`src/sv/rmag_pkg.sv`:
```
`default_nettype none
package rmag_pkg;

   // chip state word values
   localparam logic [31:0] ST_RESTRICTED = 32'h494E_4954;
   localparam logic [31:0] ST_OVERRIDDEN = ~ST_RESTRICTED;

   // response word values
   localparam logic [31:0] RSP_STARTED = 32'hFEED_DA7A;
   localparam logic [31:0] RSP_BURST   = 32'h0ACC_E55B;
   localparam logic [31:0] RSP_GRANTED = 32'h00AC_CE55;
   localparam logic [31:0] RSP_DENIED  = 32'hBAAD_BAAD;

   localparam logic [9:0] TIMEOUT_RESET = 10'd5;

   typedef enum logic [1:0] {
      MODE_ACCESS   = 2'd0,
      MODE_RESPONSE = 2'd1,
      MODE_TICK     = 2'd2,
      MODE_UNUSED   = 2'd3
   } mode_type;

   typedef enum logic [2:0] {
      ACT_ALLOWED = 3'd0,
      ACT_ISSUED  = 3'd1,
      ACT_WAITING = 3'd2,
      ACT_GRANTED = 3'd3,
      ACT_DENIED  = 3'd4,
      ACT_TIMEOUT = 3'd5,
      ACT_UNKNOWN = 3'd6,
      ACT_IGNORED = 3'd7
   } action_type;

   typedef enum logic [2:0] {
      REG_RESET_ADDR   = 3'd0,
      REG_EXPAND_START = 3'd1,
      REG_EXPAND_END   = 3'd2,
      REG_TIMEOUT      = 3'd3,
      REG_FIXED0_START = 3'd4,
      REG_FIXED0_END   = 3'd5,
      REG_FIXED1_START = 3'd6,
      REG_FIXED1_END   = 3'd7
   } reg_index_type;

   // access [a, a+n) inside [s, e), with no wrap past the top of memory
   function automatic logic in_region(input logic [31:0] a, input logic [31:0] n,
                                      input logic [31:0] s, input logic [31:0] e);
      logic [32:0] sum;
      sum = {1'b0, a} + {1'b0, n};
      return !sum[32] && (a >= s) && (a < e) && (sum[31:0] <= e);
   endfunction

endpackage
`default_nettype wire

```
`src/sv/rmag_req_if.sv`:
```
`default_nettype none
interface rmag_req_if;
   logic        valid;
   logic        ready;
   logic [1:0]  mode;
   logic [31:0] access_address;
   logic [30:0] access_length;
   logic        device_powered;
   logic [31:0] chip_state_word;
   logic [31:0] response_word;

   modport source (output valid, output mode, output access_address,
                   output access_length, output device_powered,
                   output chip_state_word, output response_word, input ready);
   modport sink (input valid, input mode, input access_address,
                 input access_length, input device_powered,
                 input chip_state_word, input response_word, output ready);
endinterface
`default_nettype wire

```
`src/sv/rmag_rsp_if.sv`:
```
`default_nettype none
interface rmag_rsp_if;
   logic        valid;
   logic        ready;
   logic [2:0]  action;
   logic [31:0] request_address;
   logic [31:0] request_length;
   logic        burst_granted;

   modport source (output valid, output action, output request_address,
                   output request_length, output burst_granted, input ready);
   modport sink (input valid, input action, input request_address,
                 input request_length, input burst_granted, output ready);
endinterface
`default_nettype wire

```
`src/sv/restricted_memory_access_gate_top.sv`:
```
// a request taken into the request register gives its result in the result register
// throughput: one request per cycle unless a held result waits on rsp_ch.ready; the gate state
// updates between the request register and the result register
// reset (synchronous, active high): flags, cache, pending request and tick count clear,
// timeout register returns to 5, all other csr registers to 0
`default_nettype none
module restricted_memory_access_gate_top (
   input  wire          clock,
   input  wire          reset,
   rmag_req_if.sink     req_ch,
   rmag_rsp_if.source   rsp_ch,
   input  wire          csr_write_enable,
   input  wire  [2:0]   csr_index,
   input  wire  [31:0]  csr_write_data
);

   // csr registers
   logic [31:0] reset_addr_ff, expand_start_ff, expand_end_ff;
   logic [31:0] fixed0_start_ff, fixed0_end_ff, fixed1_start_ff, fixed1_end_ff;
   logic [9:0]  timeout_ff;

   // request register
   logic        in_valid_ff;
   logic [1:0]  in_mode_ff;
   logic [31:0] in_addr_ff;
   logic [30:0] in_len_ff;
   logic        in_powered_ff;
   logic [31:0] in_state_word_ff;
   logic [31:0] in_rsp_word_ff;

   // gate state
   logic        enforced_ff, enforced_in;
   logic        overridden_ff, overridden_in;
   logic        awaiting_ff, awaiting_in;
   logic [31:0] cached_start_ff, cached_start_in;
   logic [31:0] cached_end_ff, cached_end_in;
   logic [31:0] pending_start_ff, pending_start_in;
   logic [31:0] pending_len_ff, pending_len_in;
   logic [9:0]  wait_ticks_ff, wait_ticks_in;

   // result register
   logic        out_valid_ff;
   logic [2:0]  out_action_ff;
   logic [31:0] out_addr_ff, out_len_ff;
   logic        out_burst_ff;

   rmag_pkg::action_type action_in;
   logic [31:0] res_addr_in, res_len_in;
   logic        res_burst_in;

   logic        advance;
   logic        take;

   // the pipe moves whenever the result slot is free or being emptied
   assign advance       = !out_valid_ff || rsp_ch.ready;
   assign req_ch.ready  = !in_valid_ff || advance;
   assign take          = req_ch.valid && req_ch.ready;

   assign rsp_ch.valid           = out_valid_ff;
   assign rsp_ch.action          = out_action_ff;
   assign rsp_ch.request_address = out_addr_ff;
   assign rsp_ch.request_length  = out_len_ff;
   assign rsp_ch.burst_granted   = out_burst_ff;

   // csr writes
   always_ff @(posedge clock) begin
      if (reset) begin
         reset_addr_ff   <= '0;
         expand_start_ff <= '0;
         expand_end_ff   <= '0;
         timeout_ff      <= rmag_pkg::TIMEOUT_RESET;
         fixed0_start_ff <= '0;
         fixed0_end_ff   <= '0;
         fixed1_start_ff <= '0;
         fixed1_end_ff   <= '0;
      end else if (csr_write_enable) begin
         case (rmag_pkg::reg_index_type'(csr_index))
            rmag_pkg::REG_RESET_ADDR:   reset_addr_ff   <= csr_write_data;
            rmag_pkg::REG_EXPAND_START: expand_start_ff <= csr_write_data;
            rmag_pkg::REG_EXPAND_END:   expand_end_ff   <= csr_write_data;
            rmag_pkg::REG_TIMEOUT:      timeout_ff      <= csr_write_data[9:0];
            rmag_pkg::REG_FIXED0_START: fixed0_start_ff <= csr_write_data;
            rmag_pkg::REG_FIXED0_END:   fixed0_end_ff   <= csr_write_data;
            rmag_pkg::REG_FIXED1_START: fixed1_start_ff <= csr_write_data;
            rmag_pkg::REG_FIXED1_END:   fixed1_end_ff   <= csr_write_data;
            default: ;
         endcase
      end
   end

   // request register: control under reset, payload free running on take
   always_ff @(posedge clock) begin
      if (reset) begin
         in_valid_ff <= 1'b0;
      end else if (req_ch.ready) begin
         in_valid_ff <= req_ch.valid;
      end
   end

   always_ff @(posedge clock) begin
      if (take) begin
         in_mode_ff       <= req_ch.mode;
         in_addr_ff       <= req_ch.access_address;
         in_len_ff        <= req_ch.access_length;
         in_powered_ff    <= req_ch.device_powered;
         in_state_word_ff <= req_ch.chip_state_word;
         in_rsp_word_ff   <= req_ch.response_word;
      end
   end

   // decision logic for the request in the request register
   always_comb begin
      logic        enf_on;
      logic        in_fixed;
      logic [31:0] len32;
      logic [9:0]  tick_count;

      enforced_in      = enforced_ff;
      overridden_in    = overridden_ff;
      awaiting_in      = awaiting_ff;
      cached_start_in  = cached_start_ff;
      cached_end_in    = cached_end_ff;
      pending_start_in = pending_start_ff;
      pending_len_in   = pending_len_ff;
      wait_ticks_in    = wait_ticks_ff;
      action_in        = rmag_pkg::ACT_IGNORED;
      res_addr_in      = '0;
      res_len_in       = '0;
      res_burst_in     = 1'b0;

      len32      = {1'b0, in_len_ff};
      tick_count = wait_ticks_ff + 10'd1;
      in_fixed   = rmag_pkg::in_region(in_addr_ff, len32, fixed0_start_ff, fixed0_end_ff) ||
                   rmag_pkg::in_region(in_addr_ff, len32, fixed1_start_ff, fixed1_end_ff);

      // enforcement refresh from the chip state word
      enf_on = 1'b0;
      if (overridden_ff) begin
         enf_on = 1'b0;
      end else if (in_powered_ff && enforced_ff) begin
         enf_on = 1'b1;
      end else if (in_state_word_ff == rmag_pkg::ST_RESTRICTED) begin
         enf_on = 1'b1;
      end else begin
         enf_on = 1'b0;
      end

      case (rmag_pkg::mode_type'(in_mode_ff))
         rmag_pkg::MODE_ACCESS: begin
            if (!awaiting_ff) begin
               if (!overridden_ff && !(in_powered_ff && enforced_ff)) begin
                  enforced_in   = enf_on;
                  overridden_in = (in_state_word_ff == rmag_pkg::ST_OVERRIDDEN);
               end
               if (!enf_on) begin
                  action_in = rmag_pkg::ACT_ALLOWED;
               end else if (in_fixed) begin
                  // access to the reset register drops enforcement and the cache
                  if (in_addr_ff == reset_addr_ff) begin
                     enforced_in     = 1'b0;
                     cached_start_in = '0;
                     cached_end_in   = '0;
                  end
                  action_in = rmag_pkg::ACT_ALLOWED;
               end else if (rmag_pkg::in_region(in_addr_ff, len32,
                                                cached_start_ff, cached_end_ff)) begin
                  action_in = rmag_pkg::ACT_ALLOWED;
               end else begin
                  if (rmag_pkg::in_region(in_addr_ff, len32,
                                          expand_start_ff, expand_end_ff)) begin
                     res_addr_in = expand_start_ff;
                     res_len_in  = expand_end_ff - expand_start_ff;
                  end else begin
                     res_addr_in = in_addr_ff;
                     res_len_in  = len32;
                  end
                  pending_start_in = res_addr_in;
                  pending_len_in   = res_len_in;
                  awaiting_in      = 1'b1;
                  wait_ticks_in    = '0;
                  action_in        = rmag_pkg::ACT_ISSUED;
               end
            end
         end
         rmag_pkg::MODE_RESPONSE: begin
            if (awaiting_ff) begin
               res_addr_in = pending_start_ff;
               res_len_in  = pending_len_ff;
               if (in_rsp_word_ff == rmag_pkg::RSP_STARTED) begin
                  action_in = rmag_pkg::ACT_WAITING;
               end else begin
                  awaiting_in = 1'b0;
                  if (in_rsp_word_ff == rmag_pkg::RSP_BURST ||
                      in_rsp_word_ff == rmag_pkg::RSP_GRANTED) begin
                     cached_start_in = pending_start_ff;
                     cached_end_in   = pending_start_ff + pending_len_ff;
                     res_burst_in    = (in_rsp_word_ff == rmag_pkg::RSP_BURST);
                     action_in       = rmag_pkg::ACT_GRANTED;
                  end else if (in_rsp_word_ff == rmag_pkg::RSP_DENIED) begin
                     action_in = rmag_pkg::ACT_DENIED;
                  end else begin
                     action_in = rmag_pkg::ACT_UNKNOWN;
                  end
               end
            end
         end
         rmag_pkg::MODE_TICK: begin
            if (awaiting_ff) begin
               res_addr_in   = pending_start_ff;
               res_len_in    = pending_len_ff;
               wait_ticks_in = tick_count;
               // a timeout of zero trips on the first tick, same as one
               if (tick_count >= timeout_ff) begin
                  awaiting_in = 1'b0;
                  action_in   = rmag_pkg::ACT_TIMEOUT;
               end else begin
                  action_in = rmag_pkg::ACT_WAITING;
               end
            end
         end
         default: begin
            action_in = rmag_pkg::ACT_IGNORED;
         end
      endcase
   end

   // gate state commits when the request moves into the result register
   always_ff @(posedge clock) begin
      if (reset) begin
         enforced_ff      <= 1'b0;
         overridden_ff    <= 1'b0;
         awaiting_ff      <= 1'b0;
         cached_start_ff  <= '0;
         cached_end_ff    <= '0;
         pending_start_ff <= '0;
         pending_len_ff   <= '0;
         wait_ticks_ff    <= '0;
      end else if (in_valid_ff && advance) begin
         enforced_ff      <= enforced_in;
         overridden_ff    <= overridden_in;
         awaiting_ff      <= awaiting_in;
         cached_start_ff  <= cached_start_in;
         cached_end_ff    <= cached_end_in;
         pending_start_ff <= pending_start_in;
         pending_len_ff   <= pending_len_in;
         wait_ticks_ff    <= wait_ticks_in;
      end
   end

   // result register
   always_ff @(posedge clock) begin
      if (reset) begin
         out_valid_ff <= 1'b0;
      end else if (advance) begin
         out_valid_ff <= in_valid_ff;
      end
   end

   always_ff @(posedge clock) begin
      if (in_valid_ff && advance) begin
         out_action_ff <= action_in;
         out_addr_ff   <= res_addr_in;
         out_len_ff    <= res_len_in;
         out_burst_ff  <= res_burst_in;
      end
   end

endmodule
`default_nettype wire
```
`src/flat_wrapper.sv`:
```
// flat-port wrapper written by rule: the top's interface ports become plain ports
module restricted_memory_access_gate_top_flat 
  (clock, reset, csr_write_enable, csr_index, csr_write_data, req_ch_valid, req_ch_mode, req_ch_access_address, req_ch_access_length, req_ch_device_powered, req_ch_chip_state_word, req_ch_response_word, req_ch_ready, rsp_ch_valid, rsp_ch_action, rsp_ch_request_address, rsp_ch_request_length, rsp_ch_burst_granted, rsp_ch_ready);
  rmag_req_if req_ch_i ();
  rmag_rsp_if rsp_ch_i ();
  input  wire clock;
  input  wire reset;
  input  wire csr_write_enable;
  input  wire  [2:0] csr_index;
  input  wire  [31:0] csr_write_data;
  input wire logic [$bits(req_ch_i.valid)-1:0] req_ch_valid;
  input wire logic [$bits(req_ch_i.mode)-1:0] req_ch_mode;
  input wire logic [$bits(req_ch_i.access_address)-1:0] req_ch_access_address;
  input wire logic [$bits(req_ch_i.access_length)-1:0] req_ch_access_length;
  input wire logic [$bits(req_ch_i.device_powered)-1:0] req_ch_device_powered;
  input wire logic [$bits(req_ch_i.chip_state_word)-1:0] req_ch_chip_state_word;
  input wire logic [$bits(req_ch_i.response_word)-1:0] req_ch_response_word;
  output wire logic [$bits(req_ch_i.ready)-1:0] req_ch_ready;
  output wire logic [$bits(rsp_ch_i.valid)-1:0] rsp_ch_valid;
  output wire logic [$bits(rsp_ch_i.action)-1:0] rsp_ch_action;
  output wire logic [$bits(rsp_ch_i.request_address)-1:0] rsp_ch_request_address;
  output wire logic [$bits(rsp_ch_i.request_length)-1:0] rsp_ch_request_length;
  output wire logic [$bits(rsp_ch_i.burst_granted)-1:0] rsp_ch_burst_granted;
  input wire logic [$bits(rsp_ch_i.ready)-1:0] rsp_ch_ready;
  assign req_ch_i.valid = req_ch_valid;
  assign req_ch_i.mode = req_ch_mode;
  assign req_ch_i.access_address = req_ch_access_address;
  assign req_ch_i.access_length = req_ch_access_length;
  assign req_ch_i.device_powered = req_ch_device_powered;
  assign req_ch_i.chip_state_word = req_ch_chip_state_word;
  assign req_ch_i.response_word = req_ch_response_word;
  assign req_ch_ready = req_ch_i.ready;
  assign rsp_ch_valid = rsp_ch_i.valid;
  assign rsp_ch_action = rsp_ch_i.action;
  assign rsp_ch_request_address = rsp_ch_i.request_address;
  assign rsp_ch_request_length = rsp_ch_i.request_length;
  assign rsp_ch_burst_granted = rsp_ch_i.burst_granted;
  assign rsp_ch_i.ready = rsp_ch_ready;
  restricted_memory_access_gate_top u_core (.clock(clock), .reset(reset), .req_ch(req_ch_i), .rsp_ch(rsp_ch_i), .csr_write_enable(csr_write_enable), .csr_index(csr_index), .csr_write_data(csr_write_data));
endmodule
```
`config.mk`:
```
export PLATFORM = sky130hd
export DESIGN_NAME = restricted_memory_access_gate_top_flat
export DESIGN_NICKNAME = d
export VERILOG_FILES = /design/src/sv/rmag_pkg.sv /design/src/sv/rmag_req_if.sv /design/src/sv/rmag_rsp_if.sv /design/src/sv/restricted_memory_access_gate_top.sv /design/src/flat_wrapper.sv
export SDC_FILE = /design/constraint.sdc
export NUM_CORES = 2
export LEC_CHECK = 0
export BUFFER_PORTS_ARGS = -buffer_cell sky130_fd_sc_hd__buf_2
export CAP_MARGIN = 20
export CELL_PAD_IN_SITES_DETAIL_PLACEMENT = 0
export CELL_PAD_IN_SITES_GLOBAL_PLACEMENT = 2
export CORE_MARGIN = 1
export CORE_UTILIZATION = 40
export CTS_CLUSTER_SIZE = 20
export DETAILED_ROUTE_END_ITERATION = 12
export MAX_ROUTING_LAYER = met4
export PLACE_DENSITY_LB_ADDON = 0.25
export SLEW_MARGIN = 20
export SYNTH_ARGS = -nofsm -noshare
export SYNTH_HDL_FRONTEND = slang
export SYNTH_SLANG_ARGS = --single-unit
```
`constraint.sdc`:
```
create_clock -name clock -period 9.3 [get_ports clock]
set_input_delay 0 -clock clock [delete_from_list [all_inputs] [get_ports clock]]
set_output_delay 0 -clock clock [all_outputs]
set_load 0.05 [all_outputs]
```
After elaboration in Yosys (flattened, before gate mapping)

Cells that the tools add are included.

Bits in registers: 575
Latch bits: 0
Memory bits (writable): 0
ROM bits: 0
Output and inout port bits: 70
Memories kept: 0

Add/sub/neg operators: 4
$mul: 0
Div/mod/pow operators: 0
Order comparisons: 13
Eq/ne operators: 26
Shift operators: 0
Mux-type cells: 59
Bitwise operators: 5
Reductions and logical operators: 46

Operators with widths:

| operator                | number |
|---|---|
| $mux W32                | 22 |
| $pmux W32 S2            | 4 |
| $ge A32 B32 Y1          | 4 |
| $le A32 B32 Y1          | 4 |
| $lt A32 B32 Y1          | 4 |
| $eq A32 B32 Y1 const B  | 3 |
| $mux W10                | 5 |
| $add A32 B31 Y33        | 1 |
| $add A32 B32 Y32        | 1 |
| $eq A32 B24 Y1 const B  | 1 |
| $eq A32 B28 Y1 const B  | 1 |
| $eq A32 B31 Y1 const B  | 1 |
| $eq A32 B32 Y1          | 1 |
| $sub A32 B32 Y32        | 1 |
| $mux W3                 | 8 |
| $pmux W10 S2            | 1 |
| $reduce_and A2 Y1       | 9 |
| $logic_and A1 B1 Y1     | 16 |
| $mux W1                 | 16 |
| $eq A3 B3 Y1 const B    | 4 |
| $ne A2 B1 Y1 const B    | 6 |
| $add A10 B1 Y10 const B | 1 |
| $ge A10 B10 Y1          | 1 |
| $pmux W3 S3             | 1 |
| 21 further kinds        | 37 |

Logic depth before layout (Yosys ltp)

Word-level depth: 11
Gate-level depth with buffers: 25

Least setup slack after synthesis

No wires, ideal clock.

Kind: flip-flop to flip-flop
Start: register u_core.in_addr_ff[1]
End: register u_core.out_addr_ff[10], in the netlist u_core.rsp_ch.request_address[10], data pin
Setup time: 0.267 ns
Arrival time: 5.486 ns
Data required time: 9.033 ns
Slack: 3.548 ns
Cell stages (with the launch flop): 25
Path buffers: 2
Period minus slack after synthesis: 5.752 ns
Path through: edfxtp_1 -> ha_1 -> a211oi_1 -> o31a_1 -> o211ai_1 -> a311o_1 -> a221o_1 -> a211o_1 -> a21oi_1 -> o21bai_1 -> a21oi_1 -> xnor2_1 -> ha_1 -> nand4_1 -> o221ai_1 -> a21o_1 -> a221o_1 -> a211o_1 -> a221oi_2 -> o211a_4 -> nand2_2 -> buf_4 -> buf_2 -> a21oi_1 -> o21ai_0

Cells in the longest elaborated chain, start to end: 11
Elaborated cells on any way between the ends: 33

Ends and longest elaborated chain:

| item                                                                     | RTL line                                 | text |
|---|---|---|
| start: declaration                                                       | restricted_memory_access_gate_top.sv:25  | `logic [31:0] in_addr_ff;` |
| start signal: assignment                                                 | restricted_memory_access_gate_top.sv:103 | `in_addr_ff <= req_ch.access_address;` |
| parallel branches: the longest is 7 deep, another holds $add A32 B31 Y33 | n/a                                      |  |
| $mux W32 *                                                               | restricted_memory_access_gate_top.sv:157 | `end else if (in_fixed) begin` |
| $mux W32 *                                                               | restricted_memory_access_gate_top.sv:155 | `if (!enf_on) begin` |
| $mux W32 *                                                               | restricted_memory_access_gate_top.sv:150 | `if (!awaiting_ff) begin` |
| $pmux W32 S2 *                                                           | restricted_memory_access_gate_top.sv:148 | `case (rmag_pkg::mode_type'(in_mode_ff))` |
| via u_core.res_addr_in[10]                                               | restricted_memory_access_gate_top.sv:48  | `logic [31:0] res_addr_in, res_len_in;` |
| end signal: assignment                                                   | restricted_memory_access_gate_top.sv:262 | `out_addr_ff <= res_addr_in;` |
| end: declaration                                                         | restricted_memory_access_gate_top.sv:44  | `logic [31:0] out_addr_ff, out_len_ff;` |

Mark *: on every way through the listed nets, which the timed path passes.
A chain may end at the register's enable or synchronous reset.

Worst setup path after layout

Start: register u_core.in_addr_ff[4]
End: register u_core.out_len_ff[5], in the netlist u_core.rsp_ch.request_length[5], data pin

Cells in the longest elaborated chain, start to end: 11
Elaborated cells on any way between the ends: 33

Ends and longest elaborated chain:

| item                                                                     | RTL line                                 | text |
|---|---|---|
| parallel branches: the longest is 7 deep, another holds $add A32 B31 Y33 | n/a                                      |  |
| $mux W32 *                                                               | restricted_memory_access_gate_top.sv:157 |  |
| $mux W32 *                                                               | restricted_memory_access_gate_top.sv:155 |  |
| $mux W32 *                                                               | restricted_memory_access_gate_top.sv:150 |  |
| $pmux W32 S2 *                                                           | restricted_memory_access_gate_top.sv:148 |  |
| via u_core.res_len_in[5]                                                 | restricted_memory_access_gate_top.sv:48  |  |
| end signal: assignment                                                   | restricted_memory_access_gate_top.sv:263 | `out_len_ff <= res_len_in;` |
| end: declaration                                                         | restricted_memory_access_gate_top.sv:44  |  |

Marks and branches as above.

==> flow_metrics.py <==
metrics = {
    "outcome": {
        "status": "complete, no violations",
    },
    "timing": {
        "slew_headroom": 0.2650,
        "fin_skew_ns": 0.02884,
        "fin_crit_sh": 0.7833,
        "rsz0062_at_grt": "no",
        "setup_viol": 0,
        "report.final.slew_viol_count": 0,
        "tns_ns": 0,
        "hold_viol": 0,
        "fmax_mhz": 137.3,
        "fin_crit_ns": 7.285,
        "worst_slew_pin_slew_ns": 1.098,
    },
    "synthesis": {
        "yosysWarnings": 0,
        "ys.flop_type": "dfxtp_1",
        "synth_top_cell_by_area": "dfxtp_1",
        "synth.distinct_cells": 87,
        "synthTopCellsByArea": "dfxtp_1 (22%), ha_1 (18%), edfxtp_1 (17%)",
        "synth-edff-count": 198,
        "ys_seq_area_frac": 0.3865,
        "syn-num-nets": 4625,
        "async_flop_share": 0,
        "syn_inst": 3963,
        "synth_top_area_share": 0.2162,
        "ys_ff_latch": 575,
        "synth_area_sq_um": 34910,
        "avgSynthCellArea_sq_um": 8.809,
    },
    "critical_path": {
        "required_ns": 9.65,
        "path_cells": "ha_1 > a21oi_1 > o31a_1 > o211ai_1 > a311o_1 > a221o_1 > a211o_1 > a21oi_1 > xnor2_1 > ha_1 > a211oi_2 > o221ai_1 > a21o_1 > a221o_1 > a211o_1 > a221oi_2 > o211a_4 > nand2_4 > buf_4 > mux2i_1 > o21ai_0",
        "crit_path_start_kind": "flop",
        "cpPeakStageDelay_ns": 0.72,
        "crit_type": "flop to flop",
        "cp.arrival_ns": 7.63,
        "critical_path.max_fanout": 55,
        "cpMaxStageDelayCell": "edfxtp_1",
        "cp-end-kind": "flop",
    },
    "route": {
        "drc": 0,
        "wl_mm": 118.1,
        "first_pass_iters": 5,
        "vias": 29950,
        "routedWlPerCell_um": 21.26,
        "vias_per_cell": 5.391,
        "antenna_left": 0,
        "dr.first_iter.drc_count": 1930,
    },
    "layout": {
        "fill_cells": 8300,
        "syn_to_final_growth_pct": 19.44,
        "drive_gt1_frac": 0.1014,
        "fin_nets": 5013,
    },
    "placement": {
        "hpwl_mm": 88.18,
        "finalWeightedCongestion": 0.9559,
        "port_buffers": 239,
    },
    "cts": {
        "clk_pin_slew_ns": 0.06,
        "worst_skew_pair.late_latency_ns": 0.64,
        "ctsResizeCount": 0,
        "numCtsBuffers": 72,
        "cts.root.buffer_cell": "clkbuf_16",
        "cts_tree": "yes",
        "cts_sinks": 575,
        "htreeDepth": 3,
        "clockBufferDepth": 3,
    },
    "min_path": {
        "hold_class": "input port to flop",
    },
    "die": {
        "io_pins": 240,
        "initial_core_util": 0.4068,
        "rows": 107,
        "dieArea_sq_um": 88460,
        "core_area_sq_um": 85820,
        "die_w_um": 297.4,
        "die_h_um": 297.4,
    },
    "global_route": {
        "antenna_found_initial": 2,
        "grt_pass1_vias": 29050,
        "grt_max_degree": 124,
        "grt_use_total": 0.2713,
        "overflow": 0,
        "grt_pass1_wl_mm": 178.5,
    },
    "pwr": {
        "power_density_nw_per_um2": 169.0,
        "p_total_mw": 7.045,
        "max-vdd-ir-drop_v": 0.0001571,
        "leakagePower_nw": 16.04,
    },
    "job": {
        "drv_cap": 0,
    },
}
## where the power goes
| part | internal, mW | switching, mW |
|---|---|---|
| combinational | 0.486 | 0.817 |
| clock | 1.85 | 1.16 |
| sequential | 2.68 | 0.0494 |
| total | 5.02 | 2.03 |
## synthesized netlist by cell type (29+ instances only)
cell / count
inv_1: 303
nand3_1: 59
nor3_1: 58
xor2_1: 38
nor2_1: 160
nor2b_1: 30
a22o_1: 39
dfxtp_1: 377
nand2b_1: 29
xnor2_1: 86
nand4_1: 80
a21oi_1: 470
a211oi_1: 85
ha_1: 489
edfxtp_1: 198
o21ai_0: 209
nand2_1: 676
clkbuf_1: 115
o211ai_1: 31
a21o_1: 105
## final timing paths
| kind | start | end | slack, ns | cells after the start |
|---|---|---|---|---|
| hold reg to reg | u_core.fixed0_end_ff[13]$_SDFFE_PP0P_ | u_core.fixed0_end_ff[13]$_SDFFE_PP0P_ | 0.45 | 2 |
| setup reg to reg | u_core.in_addr_ff[4]$_DFFE_PP_ | u_core.rsp_ch.request_length[5]$_DFFE_PP_ | 2.01 | 21 |
| setup / recovery | u_core.in_addr_ff[4]$_DFFE_PP_ | u_core.rsp_ch.request_length[5]$_DFFE_PP_ | 2.01 | 21 |
| hold / removal | req_ch_access_address[22] | u_core.in_addr_ff[22]$_DFFE_PP_ | 0.07 | 2 |
## metal layers
layer	wire length, um	GRT usage
met1	57180	0.3758
met2	53060	0.4205
met4	2603	0.06799
met3	5277	0.02965
met5	0	-
## worst max-delay path, delay by kind of cell, from the launching register on
family          cells  cell delay, ns
compound gates     15            3.94
xor+xnor            1            0.39
fa+ha+maj           2            0.78
buf+inv             1            0.43
flops               1            0.72
mux                 1            0.25
simple gates        1            0.45
## through the flow
step	cell area, sq um	utilization	worst slack (ns)	std cells	hold slack, ns
after floorplan	34910	-	3.548	3963	0.09887
after global placement	37490	0.4369	2.192	5255	0.1763
after detailed placement	37490	0.4369	2.066	5255	0.1781
after CTS	41690	0.4858	2.025	5554	0.03033
after global routing	41700	0.4859	1.512	5556	0.05357
final	41700	0.4859	2.015	5556	0.06961
## cell type report
cell class / count / area [sq um] / area share
Timing Repair Buffer: 463 / 3332 / 0.07991
Tap cell: 1144 / 1431 / 0.03433
Inverter: 303 / 1137 / 0.02728
Clock inverter: 37 / 445.4 / 0.01068
Multi-Input combinational cell: 2936 / 19770 / 0.4740
Clock buffer: 96 / 2087 / 0.05005
Antenna cell: 2 / 5.005 / 0.0001200
Sequential cell: 575 / 13490 / 0.3236
## cell usage in the layout (no fill, tap or decap), types with 105 or more instances in the layout
| cell | instances |
|---|---|
| a21o_1 | 105 |
| buf_2 | 238 |
| dfxtp_1 | 377 |
| o21ai_0 | 209 |
| inv_1 | 303 |
| a21oi_1 | 470 |
| nor2_1 | 155 |
| ha_1 | 489 |
| edfxtp_1 | 198 |
| dlygate4sd3_1 | 166 |
| nand2_1 | 676 |
## what timing repair did
item	CTS	global route
buffers inserted	0	0
endpoints found under the hold margin	369	0
hold buffers	166	0
## cell families after synthesis
kind of cell / count (synthesis) / share of synthesized area
simple gates: 1200 / 0.1548
compound gates: 1093 / 0.1930
flops: 575 / 0.3865
fa+ha+maj: 492 / 0.1770
buf+inv: 452 / 0.04982
xor+xnor: 124 / 0.03111
mux: 27 / 0.007742
(Power assumes the default switching activity.)
